[config.mk]
export PLATFORM = sky130hd
export DESIGN_NAME = dtm_bounds
export DESIGN_NICKNAME = d
export VERILOG_FILES = /design/src/dtm_pkg.sv /design/src/dtm_bounds.sv
export SDC_FILE = /design/constraint.sdc
export NUM_CORES = 1
export LEC_CHECK = 0
export CORE_ASPECT_RATIO = 1.4
export CORE_MARGIN = 10
export CORE_UTILIZATION = 45
export DETAILED_ROUTE_END_ITERATION = 10
export DONT_BUFFER_PORTS = 1
export SLEW_MARGIN = 10
export SYNTH_ARGS = -nofsm -noshare
export SYNTH_HDL_FRONTEND = slang
export SYNTH_SLANG_ARGS = --single-unit
export TNS_END_PERCENT = 10
[constraint.sdc]
create_clock -name vclk -period 2.2
set_clock_uncertainty 0.2 [all_clocks]
set_input_delay 0.33 -clock vclk [all_inputs]
set_output_delay 0.33 -clock vclk [all_outputs]
set_load 0.005 [all_outputs]
[src/dtm_pkg.sv]
// Shared constants, types and tile-bound helpers for the dirty tile map.
package dtm_pkg;

  localparam int TilePixels = 16;
  localparam int TileShift  = $clog2(TilePixels);
  localparam int MaxTiles   = 4096;
  localparam int AddrW      = $clog2(MaxTiles);
  localparam int CntW       = AddrW + 1;
  localparam int CoordW     = 24;
  localparam int GridW      = CoordW - TileShift;
  localparam int TcW        = GridW + 3;

  typedef logic signed [CoordW-1:0] coord_t;
  typedef logic signed [TcW-1:0]    tc_t;

  typedef enum logic [1:0] {
    CmdMark   = 2'd0,
    CmdResize = 2'd1,
    CmdProbe  = 2'd2,
    CmdNone   = 2'd3
  } cmd_e;

  typedef enum logic [2:0] {
    StIdle,
    StCheck,
    StMult,
    StRow,
    StRd,
    StWr,
    StFin
  } state_e;

  // Tile bounds of one rectangle, plus whether its pixel extent is empty.
  typedef struct packed {
    tc_t  lo_x;
    tc_t  lo_y;
    tc_t  hi_x;
    tc_t  hi_y;
    logic empty;
  } rect_t;

  function automatic tc_t tile_lo(input coord_t x);
    return tc_t'(x >>> TileShift);
  endfunction

  function automatic tc_t tile_hi(input coord_t x);
    logic signed [CoordW:0] s;
    s = {x[CoordW-1], x} + (CoordW+1)'(TilePixels - 1);
    return tc_t'(s >>> TileShift);
  endfunction

endpackage

[src/dtm_bounds.sv]
// Converts a pixel rectangle to floor/ceil tile bounds and flags an empty pixel extent.
module dtm_bounds (
  input  dtm_pkg::coord_t left_i,
  input  dtm_pkg::coord_t top_i,
  input  dtm_pkg::coord_t right_i,
  input  dtm_pkg::coord_t bottom_i,
  output dtm_pkg::rect_t  rect_o
);

  always_comb begin
    rect_o.lo_x  = dtm_pkg::tile_lo(left_i);
    rect_o.lo_y  = dtm_pkg::tile_lo(top_i);
    rect_o.hi_x  = dtm_pkg::tile_hi(right_i);
    rect_o.hi_y  = dtm_pkg::tile_hi(bottom_i);
    rect_o.empty = (left_i >= right_i) || (top_i >= bottom_i);
  end

endmodule

==> reports/results.tsv, run 1 <==
metric	value	unit
portion of the clock cycle consumed by the worst path in the final layout	1.01	
Horiz. Die Dim	81.0	µm
instance count of the mapped netlist	321	
slew at the pin with the worst max-slew slack	0.391	ns
PnR worst setup slack	-0.0146	ns
count of TritonRoute iterations in the first routing pass	3	
final weighted congestion in routability-driven placement	0.788	
path type of the worst min-delay path	in2out	
Critical path buffers and inverters	2	
share of power burned in registers	0	
area enclosed by the die boundary	8550	µm²
kind of end point of the critical path	output pin	
class of the most critical setup path	in2out	
fin cells	374	
floorplan row count	31	
Seq Cell Count	0	
Avg Vias per Cell	5.57	
Placed Cells	374	
Synth warnings	0	
global-route congestion overflow total	0	
number of antenna repair diodes	0	
cell types with the largest area share after synthesis	sky130_fd_sc_hd__ha_1 (26%), sky130_fd_sc_hd__buf_4 (16%), sky130_fd_sc_hd__xnor2_1 (14%)	
routed len/inst	18.5	µm
Crit path top cell by count	sky130_fd_sc_hd__o211ai_1	
total global-route track usage	0.150	
Layout fillers	490	
die height	105	µm
antenna violations before repair	0	
setup tns final	-0.0146	ns
max capacitance violation total	0	
post-detailed-placement half-perimeter wirelength	6.15	mm
clkbuf count	0	
worst supply voltage drop on vdd	0.0675	mV
fraction of the yosys area taken by sequential cells	0	
unrepaired setup endpoints after global routing	yes	
portion of total power attributed to the clock network	0	
violated checks	setup timing	
switching part of the total	0.472	
initial core utilization	0.458	
area occupied by registers	0	µm²
first-pass GRT wire length	10.7	mm
DR vias	2085	
final period demand of the worst path	2.21	ns
most common library cells after synthesis	sky130_fd_sc_hd__buf_4 (50), sky130_fd_sc_hd__inv_1 (49), sky130_fd_sc_hd__ha_1 (48)	
ANT nets after route	0	
critical path data arrival time	1.68	ns
library cell with the highest instance count after synthesis	sky130_fd_sc_hd__buf_4	
cell internal power dissipation	0.235	mW
static leakage	1.13	nW
Total Routed Length	6.92	mm
outcome	finished, violations left	
critical path data required time	1.67	ns
largest delay contributor family on the critical path	simple AND/OR/NAND/NOR gates	
peak per-stage delay on the critical path	0.39	ns
number of DRC markers in iteration 0	26	
net switching power figure	0.211	mW
Fmax achieved	452	MHz
Final Max Tran Viols	0	
Synth cell types	41	
largest net degree at the start of global routing	6	
fraction of power consumed by combinational cells	1.000	
net count after synthesis	465	
final count of hold timing violations	0	
vias in the first global route	2336	
netlist area before placement	2350	µm²
relative area change from synthesis to final layout	17.8	%
number of I/O port buffers	0	
area inside the core boundary	5120	µm²
startpoint types	input pin	
Critical-path top delay cell	sky130_fd_sc_hd__or3_1	
area share of the largest cell type after synthesis	0.256	
post-synthesis cell type with the largest combined area	sky130_fd_sc_hd__ha_1	
fraction of layout instances using a drive strength above 1	0.380	
max_slew headroom	0.738	
DRC violation count after routing	0	
final-stage net count	454	
pre-CTS setup slack	-0.283	ns
cells along the critical path	inv_2 > ha_4 > nand4_1 > buf_4 > nor3_2 > o21ai_1 > o211ai_1 > or3_1 > o211ai_1	
final-report setup violation count	1	
Max Fanout on Critical Path	4	
post-synthesis average cell area	7.31	µm²
IO Count	189	
pwr dens	162	nW/µm²
-- kinds of logic (layout without fill, tap and decap cells) --
logic type                 after synthesis  count (layout)  share of synthesized area
and+or+nand+nor                         93              93                      0.243
AOI/OAI and AO/OA                       44              44                      0.125
adders and majority gates               48              48                      0.256
buffers and inverters                   99              86                      0.238
xor gates and xnor gates                37              37                      0.138
-- layout make-up --
cell class,instances,area [µm²],share of cell area
multi-input combinational,222,2180,0.790
inverter,49,220,0.0797
tap,66,82.6,0.0299
timing repair buffer,37,278,0.100
-- layout by cell type, fill, tap and decap left out, types with 4 or more instances in the layout --
cell,count
sky130_fd_sc_hd__buf_4,37
sky130_fd_sc_hd__nor2_1,14
sky130_fd_sc_hd__ha_1,25
sky130_fd_sc_hd__a21oi_2,9
sky130_fd_sc_hd__inv_4,6
sky130_fd_sc_hd__nand2_1,19
sky130_fd_sc_hd__o211ai_1,4
sky130_fd_sc_hd__a21oi_1,11
sky130_fd_sc_hd__ha_4,23
sky130_fd_sc_hd__inv_1,29
sky130_fd_sc_hd__inv_2,11
sky130_fd_sc_hd__nand4_1,16
sky130_fd_sc_hd__xnor2_1,36
sky130_fd_sc_hd__nand3_1,13
-- per-stage QoR --
step / power (mW) / hold WS [ns] / cell area [µm²] / util
finish: 0.446 / 0.460 / 2760 / 0.540
global route: 0.506 / 0.460 / 2760 / 0.540
CTS: 0.436 / 0.460 / 2720 / 0.530
detailed placement: 0.366 / 0.460 / 2350 / 0.459
global placement: 0.360 / 0.460 / 2350 / 0.459
floorplan: 0.318 / 0.520 / 2360 / -
-- power groups by stage --
stage | Combinational (mW) | Sequential (mW) | Clock (mW)
6_report | 0.446 | 0 | 0
5_1_grt | 0.506 | 0 | 0
4_1_cts | 0.436 | 0 | 0
3_5_place_dp | 0.366 | 0 | 0
3_3_place_gp | 0.360 | 0 | 0
2_1_floorplan | 0.318 | 0 | 0
-- repair_timing --
action	CTS	global route
hold buffers	0	0
setup buffers	1	0
cloned	0	0
setup endpoints to repair	1	5
resized for setup	71	9
pin swaps	37	6
-- worst paths after layout --
| kind | from | endpoint | slack [ns] | cells after the start |
|---|---|---|---|---|
| setup / recovery | right_i[13] | rect_o[0] | -0.01 | 9 |
| hold / removal | top_i[10] | rect_o[53] | 0.46 | 0 |
-- routing by layer --
metal,GRT usage,share of wire,up-vias
li1,-,-,1035
met1,0.130,0.31,946
met2,0.314,0.57,100
met3,0.0510,0.11,4
met4,0.0174,0.0090,0
met5,0,0,-
(Power assumes the default switching activity.)
==> run 2, diff against run 1 <==
==> constraint.sdc (replaced) <==
create_clock -name vclk -period 2.9
set_clock_uncertainty 0.2 [all_clocks]
set_input_delay 0.435 -clock vclk [all_inputs]
set_output_delay 0.435 -clock vclk [all_outputs]
set_load 0.005 [all_outputs]
==> reports/results.tsv, run 2 (synthesized netlist as in run 1, its figures left out) <==
metric	value	unit	change
outcome	finished, final reports clean		
IO Count	189		unchanged
post-detailed-placement half-perimeter wirelength	5.73	mm	-6.9%
max capacitance violation total	0		unchanged
Horiz. Die Dim	81.0	µm	unchanged
Layout fillers	568		+16%
initial core utilization	0.458		unchanged
worst supply voltage drop on vdd	0.0390	mV	-42%
die height	105	µm	unchanged
peak per-stage delay on the critical path	0.38	ns	about the same
Total Routed Length	5.97	mm	-14%
final count of hold timing violations	0		unchanged
total global-route track usage	0.128		-0.0214
setup tns final	0	ns	+0.0146 ns
slew at the pin with the worst max-slew slack	0.465	ns	+0.0747 ns
final weighted congestion in routability-driven placement	0.833		+5.7%
max_slew headroom	0.686		-0.0523
area inside the core boundary	5120	µm²	unchanged
critical path data arrival time	2.03	ns	+0.35 ns
portion of the clock cycle consumed by the worst path in the final layout	0.921		
Crit path top cell by count	sky130_fd_sc_hd__o211ai_1		
largest net degree at the start of global routing	6		unchanged
Max Fanout on Critical Path	4		unchanged
clkbuf count	0		unchanged
DR vias	1899		-8.9%
Fmax achieved	375	MHz	
count of TritonRoute iterations in the first routing pass	3		unchanged
largest delay contributor family on the critical path	compound AO/OA/AOI/OAI gates		
PnR worst setup slack	0.230	ns	+0.245 ns
antenna violations before repair	0		unchanged
WHS Path Cells	0		unchanged
Critical-path top delay cell	sky130_fd_sc_hd__or3_1		
commonest cells after routing, fill and taps aside	sky130_fd_sc_hd__inv_1 (49), sky130_fd_sc_hd__ha_1 (48), sky130_fd_sc_hd__xnor2_1 (37), sky130_fd_sc_hd__nand2_1 (20), sky130_fd_sc_hd__a21oi_1 (20)		
cells along the critical path	inv_1 > ha_1 > a21oi_1 > o221ai_1 > o21ai_0 > o211ai_1 > or3_1 > o211ai_1		
summed area of non-filler cells in the final layout	2050	µm²	-26%
global-route congestion overflow total	0		unchanged
Final Max Tran Viols	0		unchanged
path type of the worst min-delay path	in2out		
most common cell after layout, fill and taps aside	sky130_fd_sc_hd__inv_1		
hold-fix buffers at CTS	0		unchanged
first-pass GRT wire length	9.24	mm	-14%
unrepaired setup endpoints after global routing	no		
vias in the first global route	1989		-15%
fraction of layout instances using a drive strength above 1	0.0554		-0.325
routed len/inst	17.7	µm	-4.3%
pre-CTS setup slack	0.177	ns	+0.460 ns
pwr dens	109	nW/µm²	-33%
Seq Cell Count	0		unchanged
final period demand of the worst path	2.67	ns	
static leakage	0.940	nW	-17%
kind of end point of the critical path	output pin		
class of the most critical setup path	in2out		
Post-CTS Resized	0		-100%
final-stage net count	417		-8.1%
ANT nets after route	0		unchanged
worst hold path startpoint	top_i[13]		
final-report setup violation count	0		-1
Cell Area, Placed	2050	µm²	-13%
number of DRC markers in iteration 0	20		-23%
relative area change from synthesis to final layout	-12.5	%	
area occupied by registers	0	µm²	unchanged
number of I/O port buffers	0		unchanged
startpoint types	input pin		
area enclosed by the die boundary	8550	µm²	unchanged
critical path data required time	2.27	ns	+0.60 ns
DRC violation count after routing	0		unchanged
number of antenna repair diodes	0		unchanged
Avg Vias per Cell	5.64		+1.1%
floorplan row count	31		unchanged
Hold Crit Endpoint	rect_o[56]		
postcts setup bufs	0		-1
Critical path buffers and inverters	1		-1
run 2: cell types whose count changed in the layout (fill, tap and decap cells not counted), moves of 6 or more:
cell                      before  now
sky130_fd_sc_hd__ha_1         25   48
sky130_fd_sc_hd__ha_4         23    0
sky130_fd_sc_hd__inv_2        11    0
sky130_fd_sc_hd__a21oi_2       9    0
sky130_fd_sc_hd__inv_1        29   49
sky130_fd_sc_hd__buf_4        37    0
sky130_fd_sc_hd__inv_4         6    0
sky130_fd_sc_hd__a21oi_1      11   20
run 2: final cells by class:
cell class / instances / area [µm²] / area share
Multi-Input combinational cell: 222 / 1790 / 0.870
Tap cell: 66 / 82.6 / 0.0402
Inverter: 49 / 184 / 0.0895
run 2: metrics by stage:
stage / utilization / std cells / power (mW) / hold slack, ns
4_1_cts: 0.401 / 337 / 0.230 / 0.670
5_1_grt: 0.401 / 337 / 0.262 / 0.670
3_3_place_gp: 0.401 / 337 / 0.226 / 0.670
2_1_floorplan: - / 321 / 0.240 / 0.730
3_5_place_dp: 0.401 / 337 / 0.228 / 0.670
6_report: 0.401 / 337 / 0.223 / 0.670
run 2: power by group:
part           switching, mW  total (mW)  internal, mW
Clock                      0           0             0
Sequential                 0           0             0
Combinational          0.123       0.223        0.0998
run 2: worst max path at each step:
stage / start / endpoint / slack [ns] / cells after the start
after floorplan: right_i[11] / rect_o[0] / 0.46 / 8
after global placement: bottom_i[23] / rect_o[0] / 0.20 / 7
after detailed placement: bottom_i[23] / rect_o[0] / 0.18 / 7
after CTS: bottom_i[23] / rect_o[0] / 0.17 / 7
after global routing: bottom_i[23] / rect_o[0] / 0.03 / 7
final: right_i[11] / rect_o[0] / 0.23 / 8
run 2: per-layer routing:
metal / vias up / GRT usage / share of wire
met5: - / 0 / 0
met4: 0 / 0.00620 / 0.0034
met3: 2 / 0.0510 / 0.14
met2: 94 / 0.268 / 0.56
met1: 836 / 0.111 / 0.30
li1: 967 / - / -
